===== src/hw/rtl/vkc_pkg.sv =====
package vkc_pkg;

   // queue between front and back
   localparam int VKC_QUEUE_DEPTH = 2;

   // maximum characters per key event
   localparam int VKC_MAX_CHARS = 3;

   // key codes
   localparam logic [7:0] KEY_BACK   = 8'h08;
   localparam logic [7:0] KEY_TAB    = 8'h09;
   localparam logic [7:0] KEY_RETURN = 8'h0D;
   localparam logic [7:0] KEY_ESCAPE = 8'h1B;
   localparam logic [7:0] KEY_SPACE  = 8'h20;

   // ascii codes
   localparam logic [6:0] ASCII_NUL = 7'h00;
   localparam logic [6:0] ASCII_BS  = 7'h08;
   localparam logic [6:0] ASCII_TAB = 7'h09;
   localparam logic [6:0] ASCII_LF  = 7'h0A;
   localparam logic [6:0] ASCII_CR  = 7'h0D;
   localparam logic [6:0] ASCII_ESC = 7'h1B;
   localparam logic [6:0] ASCII_SP  = 7'h20;
   localparam logic [6:0] CASE_GAP  = 7'd32;

   // shifted symbols on the digit row, indexed by digit
   localparam logic [9:0][6:0] SHIFTED_DIGITS = '{
      7'h28, 7'h2A, 7'h26, 7'h5E, 7'h25, 7'h24, 7'h23, 7'h40, 7'h21, 7'h29
   };

   typedef struct packed {
      logic [7:0] virtual_key;
      logic [7:0] scan_code;
      logic       shift_down;
      logic       caps_on;
      logic       menu_held;
      logic       prev_down;
      logic       key_up;
      logic [2:0] buffer_room;
   } req_item_type;

   typedef struct packed {
      logic [6:0] char_code;
      logic       char_valid;
      logic       last_char;
      logic       bad_room;
   } rsp_item_type;

   // classified key event: up to three characters, count 0 means no character
   typedef struct packed {
      logic [VKC_MAX_CHARS-1:0][6:0] chars;
      logic [1:0]                    count;
      logic                          bad;
   } job_type;

   // set-1 scan code punctuation fallback
   function automatic logic [6:0] punct(input logic [7:0] sc, input logic sh);
      logic [6:0] r;
      case (sc)
         8'h0C:   r = sh ? 7'h5F : 7'h2D;
         8'h0D:   r = sh ? 7'h2B : 7'h3D;
         8'h1A:   r = sh ? 7'h7B : 7'h5B;
         8'h1B:   r = sh ? 7'h7D : 7'h5D;
         8'h27:   r = sh ? 7'h3A : 7'h3B;
         8'h28:   r = sh ? 7'h22 : 7'h27;
         8'h29:   r = sh ? 7'h7E : 7'h60;
         8'h2B:   r = sh ? 7'h7C : 7'h5C;
         8'h33:   r = sh ? 7'h3C : 7'h2C;
         8'h34:   r = sh ? 7'h3E : 7'h2E;
         8'h35:   r = sh ? 7'h3F : 7'h2F;
         default: r = ASCII_NUL;
      endcase
      return r;
   endfunction

   // main character of a key press, nul when unmapped
   function automatic logic [6:0] translate(input logic [7:0] vk, input logic [7:0] sc,
                                            input logic sh, input logic caps);
      logic [6:0] r;
      logic [3:0] digit;
      digit = vk[3:0];
      case (vk) inside
         [8'h41:8'h5A]: r = (caps != sh) ? vk[6:0] : vk[6:0] + CASE_GAP;
         [8'h30:8'h39]: r = sh ? SHIFTED_DIGITS[digit] : vk[6:0];
         KEY_SPACE:     r = ASCII_SP;
         KEY_RETURN:    r = ASCII_CR;
         KEY_TAB:       r = ASCII_TAB;
         KEY_BACK:      r = ASCII_BS;
         KEY_ESCAPE:    r = ASCII_ESC;
         default:       r = punct(sc, sh);
      endcase
      return r;
   endfunction

endpackage


===== src/hw/rtl/virtual_key_to_char_translator_top.sv =====
// Turns one key event into up to three US-layout ASCII characters (ESC prefix
// in menu mode, the key's character, LF after return), each leaving as its own
// result with last_char on the final one; release, autorepeat, unmapped keys and
// no room give one result with char_valid low, and zero room gives bad_room.
// A new event is taken every cycle while the queue of classified events has
// space; results leave one per cycle while pop is given, so an event gives one
// to three results, set by the number of characters the emitter walks through.
// The first result of an event passes through a queue slot and then the output
// register before it shows on the result ports.
module virtual_key_to_char_translator_top #(
   parameter int QueueDepth = vkc_pkg::VKC_QUEUE_DEPTH
) (
   input  logic                  clock,
   input  logic                  reset,
   input  logic                  push,
   output logic                  full,
   input  vkc_pkg::req_item_type req_item,
   output logic                  empty,
   input  logic                  pop,
   output vkc_pkg::rsp_item_type rsp_item
);
   import vkc_pkg::*;

   job_type new_job;
   job_type head_job;
   logic    head_empty;
   logic    head_done;

   // classify the incoming key event
   vkc_front u_front (
      .item (req_item),
      .job  (new_job)
   );

   // decoupling queue
   vkc_queue #(
      .Depth (QueueDepth)
   ) u_queue (
      .clock   (clock),
      .reset   (reset),
      .wr_en   (push),
      .wr_data (new_job),
      .full    (full),
      .rd_en   (head_done),
      .rd_data (head_job),
      .empty   (head_empty)
   );

   // emit characters one per cycle while the result side is popped
   vkc_back u_back (
      .clock     (clock),
      .reset     (reset),
      .job       (head_job),
      .job_empty (head_empty),
      .job_done  (head_done),
      .rsp_item  (rsp_item),
      .empty     (empty),
      .pop       (pop)
   );

endmodule


===== src/hw/rtl/vkc_front.sv =====
module vkc_front (
   input  vkc_pkg::req_item_type item,
   output vkc_pkg::job_type      job
);
   import vkc_pkg::*;

   logic [6:0] ch;
   logic [1:0] cap;
   logic [1:0] n;
   logic [VKC_MAX_CHARS-1:0][6:0] buf_chars;

   // room left beyond the terminator
   always_comb begin
      if (item.buffer_room >= 3'd4) begin
         cap = 2'd3;
      end else begin
         cap = item.buffer_room[1:0] - 2'd1;
      end
   end

   assign ch = translate(item.virtual_key, item.scan_code, item.shift_down, item.caps_on);

   // pack prefix, main character and line feed while room lasts
   always_comb begin
      n         = 2'd0;
      buf_chars = '0;
      if (item.menu_held && ch != ASCII_NUL && ch != ASCII_ESC && n < cap) begin
         buf_chars[n] = ASCII_ESC;
         n            = n + 2'd1;
      end
      if (ch != ASCII_NUL && n < cap) begin
         buf_chars[n] = ch;
         n            = n + 2'd1;
      end
      if (item.virtual_key == KEY_RETURN && n < cap) begin
         buf_chars[n] = ASCII_LF;
         n            = n + 2'd1;
      end
   end

   // zero room and release or autorepeat give no character
   always_comb begin
      job.chars = buf_chars;
      job.bad   = (item.buffer_room == 3'd0);
      if (job.bad || item.key_up || item.prev_down) begin
         job.count = 2'd0;
      end else begin
         job.count = n;
      end
   end

endmodule


===== src/hw/rtl/vkc_queue.sv =====
module vkc_queue #(
   parameter int Depth = vkc_pkg::VKC_QUEUE_DEPTH
) (
   input  logic             clock,
   input  logic             reset,
   input  logic             wr_en,
   input  vkc_pkg::job_type wr_data,
   output logic             full,
   input  logic             rd_en,
   output vkc_pkg::job_type rd_data,
   output logic             empty
);
   import vkc_pkg::*;

   localparam int PtrW = (Depth > 1) ? $clog2(Depth) : 1;
   localparam int CntW = $clog2(Depth + 1);

   job_type             slot_ff [Depth];
   logic [PtrW-1:0]     wr_ptr_ff, wr_ptr_in;
   logic [PtrW-1:0]     rd_ptr_ff, rd_ptr_in;
   logic [CntW-1:0]     count_ff, count_in;
   logic                do_wr, do_rd;

   assign full    = (count_ff == CntW'(Depth));
   assign empty   = (count_ff == '0);
   assign do_wr   = wr_en && !full;
   assign do_rd   = rd_en && !empty;
   assign rd_data = slot_ff[rd_ptr_ff];

   // pointer and fill count update
   always_comb begin
      wr_ptr_in = wr_ptr_ff;
      rd_ptr_in = rd_ptr_ff;
      count_in  = count_ff;
      if (do_wr) begin
         wr_ptr_in = (wr_ptr_ff == PtrW'(Depth - 1)) ? '0 : wr_ptr_ff + 1'b1;
      end
      if (do_rd) begin
         rd_ptr_in = (rd_ptr_ff == PtrW'(Depth - 1)) ? '0 : rd_ptr_ff + 1'b1;
      end
      if (do_wr && !do_rd) begin
         count_in = count_ff + 1'b1;
      end else if (do_rd && !do_wr) begin
         count_in = count_ff - 1'b1;
      end
   end

   always_ff @(posedge clock) begin
      if (reset) begin
         wr_ptr_ff <= '0;
         rd_ptr_ff <= '0;
         count_ff  <= '0;
      end else begin
         wr_ptr_ff <= wr_ptr_in;
         rd_ptr_ff <= rd_ptr_in;
         count_ff  <= count_in;
      end
   end

   // storage
   always_ff @(posedge clock) begin
      if (do_wr) begin
         slot_ff[wr_ptr_ff] <= wr_data;
      end
   end

endmodule


===== src/hw/rtl/vkc_back.sv =====
module vkc_back (
   input  logic                  clock,
   input  logic                  reset,
   input  vkc_pkg::job_type      job,
   input  logic                  job_empty,
   output logic                  job_done,
   output vkc_pkg::rsp_item_type rsp_item,
   output logic                  empty,
   input  logic                  pop
);
   import vkc_pkg::*;

   logic [1:0]   idx_ff, idx_in;
   rsp_item_type rsp_ff, rsp_in;
   logic         rsp_valid_ff, rsp_valid_in;
   logic         advance;
   logic         load;
   logic         is_last;

   assign empty    = !rsp_valid_ff;
   assign rsp_item = rsp_ff;
   assign advance  = !rsp_valid_ff || pop;
   assign load     = advance && !job_empty;
   assign is_last  = (job.count == 2'd0) || (idx_ff + 2'd1 == job.count);
   assign job_done = load && is_last;

   // next character of the head transaction
   always_comb begin
      idx_in       = idx_ff;
      rsp_in       = rsp_ff;
      rsp_valid_in = rsp_valid_ff;
      if (advance) begin
         rsp_valid_in = load;
      end
      if (load) begin
         if (job.count == 2'd0) begin
            rsp_in.char_code  = ASCII_NUL;
            rsp_in.char_valid = 1'b0;
            rsp_in.bad_room   = job.bad;
         end else begin
            rsp_in.char_code  = job.chars[idx_ff];
            rsp_in.char_valid = 1'b1;
            rsp_in.bad_room   = 1'b0;
         end
         rsp_in.last_char = is_last;
         idx_in           = is_last ? 2'd0 : idx_ff + 2'd1;
      end
   end

   always_ff @(posedge clock) begin
      if (reset) begin
         idx_ff       <= 2'd0;
         rsp_valid_ff <= 1'b0;
      end else begin
         idx_ff       <= idx_in;
         rsp_valid_ff <= rsp_valid_in;
      end
      rsp_ff <= rsp_in;
   end

endmodule


===== config.mk =====
export PLATFORM = sky130hd
export DESIGN_NAME = virtual_key_to_char_translator_top
export DESIGN_NICKNAME = d
export VERILOG_FILES = /design/src/hw/rtl/vkc_pkg.sv /design/src/hw/rtl/virtual_key_to_char_translator_top.sv /design/src/hw/rtl/vkc_front.sv /design/src/hw/rtl/vkc_queue.sv /design/src/hw/rtl/vkc_back.sv
export SDC_FILE = /design/constraint.sdc
export NUM_CORES = 1
export LEC_CHECK = 0
export BUFFER_PORTS_ARGS = -buffer_cell sky130_fd_sc_hd__buf_2
export CAP_MARGIN = 20
export CORE_ASPECT_RATIO = 1.5
export CORE_MARGIN = 2
export CORE_UTILIZATION = 35
export CTS_CLUSTER_DIAMETER = 60
export DETAILED_ROUTE_END_ITERATION = 10
export PLACE_DENSITY = 0.49
export SYNTH_ARGS = -nofsm -noshare
export SYNTH_HDL_FRONTEND = slang
export SYNTH_SLANG_ARGS = --single-unit

===== constraint.sdc =====
create_clock -name clock -period 4.6 [get_ports clock]
set_input_delay 0.46 -clock clock [delete_from_list [all_inputs] [get_ports clock]]
set_output_delay 0.46 -clock clock [all_outputs]
set_load 0.05 [all_outputs]

==> flow_summary.json <==
{
  "critical_path.endpoint_type": "flip-flop",
  "ctsHoldBuffers": 0,
  "p_leak_nw": 1.432,
  "clockBufferDepth": 2,
  "max_freq_ghz": 0.2556,
  "final_cell_mix": "edfxtp_1, buf_2, nor2_1",
  "synth_area_leaders": "edfxtp_1, dfxtp_1, mux4_2",
  "async_flop_share_pct": 0,
  "grt_max_degree": 21,
  "required_ns": 4.62,
  "p_clk_share_pct": 21.6,
  "p_sw_w": 0.0006457,
  "grt_overflow_total": 0,
  "drt-initial-drc-count": 122,
  "synth_area_per_cell_um2": 10.45,
  "num-nets-final": 408,
  "yosys.area.top_type": "edfxtp_1",
  "wl_per_cell_um": 16.33,
  "pwr-share-comb_pct": 36.0,
  "synth_nets": 373,
  "grt_pass1_vias": 2713,
  "drive_gt1_share_pct": 21.93,
  "tightest_slew_ns": 0.8773,
  "seq_power_share_pct": 42.4,
  "maxSlewViolCount": 0,
  "peakVddDrop_mv": 0.1845,
  "antenna_found_initial": 0,
  "clk_pin_slew_ns": 0.07,
  "powerDensity_mw_per_mm2": 436.5,
  "gp_congestion": 0.8927,
  "yosysSeqAreaShare_pct": 43.66,
  "fin_tns_setup_ns": 0,
  "num_rows": 44,
  "setup_viol": 0,
  "drc": 0,
  "finalWorstSetupSlack_ns": 0.6875,
  "synthFlopType": "edfxtp_1",
  "diodes": 0,
  "status": "finished clean",
  "placement.cell_area_mm2": 0.003835,
  "preCtsSetupSlack_ns": 0.3475,
  "internal_power_w": 0.001094,
  "start_kind": "input pin",
  "layoutNonFillerInstCount": 489,
  "arrival_ns": 3.93,
  "switching_share_pct": 37.11,
  "hold_viol": 0,
  "coreArea_mm2": 0.009744,
  "ys_ff_latch": 54,
  "layout_commonest_cell": "edfxtp_1",
  "cts_buffers": 5,
  "first_pass_iters": 4,
  "yosysWarnings": 0,
  "fin_crit_ns": 3.912,
  "area_growth_pct": 12.86,
  "ys_types": 73,
  "postCtsSetupBuffers": 0,
  "crit_fanout": 9,
  "die_y_um": 127.0,
  "crit_type": "input pin to flip-flop",
  "syn_area_mm2": 0.003531,
  "grt_pass1_wl_mm": 13.29,
  "io_buffers": 39,
  "layout_worst_path_cycle_share_pct": 85.05,
  "cts_tree": "yes",
  "synth_cells": 338,
  "insertion_delay_ns": 0.29,
  "final_area_mm2": 0.003985,
  "relSlewSlack_pct": 41.51,
  "dp_cells": 481,
  "rsz0062_at_grt": "false",
  "clkSinkCount": 54,
  "dp_hpwl_mm": 6.202,
  "vias_per_cell": 5.661,
  "p_total_w": 0.001740,
  "ctsResizeCount": 0,
  "grt_usage_pct": 15.25,
  "via_count": 2768,
  "root_buffer": "clkbuf_16",
  "initial_utilization_pct": 36.24,
  "yosysTopAreaCellShare_pct": 39.12,
  "synth_edf_count": 46,
  "boundaryPins": 40,
  "hold_class": "input pin to flip-flop",
  "die_w_um": 86.01,
  "htreeDepth": 2,
  "detail-route-antenna-nets": 0,
  "fin_skew_ns": 0.006250,
  "drt-total-wl_mm": 7.984,
  "fp.dieArea_mm2": 0.01092,
  "maxCapViolCount": 0
}
==> cell type report <==
type | count | area, µm²
Clock inverter | 3 | 25.02
Inverter | 16 | 60.06
Sequential cell | 54 | 1541
Multi-Input combinational cell | 252 | 1857
Tap cell | 115 | 143.9
Fill cell | 964 | 5759
Clock buffer | 5 | 125.1
Timing Repair Buffer | 44 | 232.7
==> logic make-up after synthesis <==
| family | share of synthesized area (%) |
|---|---|
| simple gates | 23.60 |
| fa+ha+maj | 2.480 |
| mux | 5.953 |
| xor+xnor | 2.480 |
| buf+inv | 3.756 |
| flops | 43.66 |
| compound gates | 18.07 |
==> worst max-delay path: stages <==
cell	delay, ns
buf_2	0.16
inv_1	0.11
ha_1	0.14
nor3b_1	0.19
o2111ai_1	0.30
or2_2	0.43
o22ai_1	0.27
nor3b_4	0.34
a21bo_2	0.18
ha_1	0.26
o21bai_1	0.19
a2111oi_2	0.35
buf_4	0.20
nand2_1	0.10
nand2b_1	0.17
a221oi_1	0.09
==> registers in the layout, indices dropped and copies added (netlist names), named ones only <==
register,flops
u_back.idx_ff,2
u_queue.count_ff,2
u_back.rsp_item,10
u_queue.rd_ptr_ff,1
u_queue.slot_ff,36
u_back.rsp_valid_ff,1
u_queue.wr_ptr_ff,1
==> per-stage QoR <==
| step | hold WS, ns | utilization (%) |
|---|---|---|
| 2_1_floorplan | 0.4627 | - |
| 3_3_place_gp | 0.4813 | 39.36 |
| 3_5_place_dp | 0.4904 | 39.36 |
| 4_1_cts | 0.4406 | 40.90 |
| 5_1_grt | 0.4627 | 40.90 |
| 6_report | 0.4455 | 40.90 |
==> layer usage <==
layer  GRT usage (%)  part of all wire (%)  vias up
met3           1.615                   3.0       19
met2           28.32                    53       80
met4           8.403                   4.2        0
met1           16.49                    40     1311
met5               0                     0        -
li1                -                     -     1358
==> synthesized netlist by cell type, types with 3 or more instances <==
cell type and instances:
nand2b_1 12, nand2_1 18, and2_1 5, mux4_2 7, a21o_1 6, nand3b_1 3, nor2_1 29, dfxtp_1 8
or3b_2 4, nand3_1 9, xor2_1 5, o32ai_1 3, edfxtp_1 46, o22ai_1 3, nor4b_1 4, o211ai_1 4
clkbuf_1 10, a21oi_1 18, or4_1 3, or3_1 5, nand4b_1 5, mux2i_1 3, or2_2 3, a31oi_1 4
nor2b_1 16, buf_2 4, ha_1 7, o21ai_0 13, xnor2_1 5, nor3b_1 3, inv_1 16
==> final timing paths <==
| path | start | to | slack (ns) | cells past startpoint |
|---|---|---|---|---|
| worst max-delay path | req_item[21] | u_queue.slot_ff[0][10] | 0.69 | 16 |
| worst min-delay path | reset | u_back.rsp_valid_ff | 0.45 | 2 |
| worst max register to register | flip-flop | u_queue.count_ff[1] | 1.75 | 7 |
| worst min register to register | u_back.rsp_valid_ff | u_back.rsp_valid_ff | 0.50 | 2 |
==> power by group through the flow <==
stage	clock, W	sequential, W	combinational [W]
after floorplan	0	0.000879	0.000356
after global placement	0	0.000752	0.000626
after detailed placement	0	0.000754	0.000630
after CTS	0.000390	0.000743	0.000632
after global routing	0.000403	0.000752	0.000682
final	0.000376	0.000738	0.000625
No activity file was read; power rests on OpenSTA's default activity.
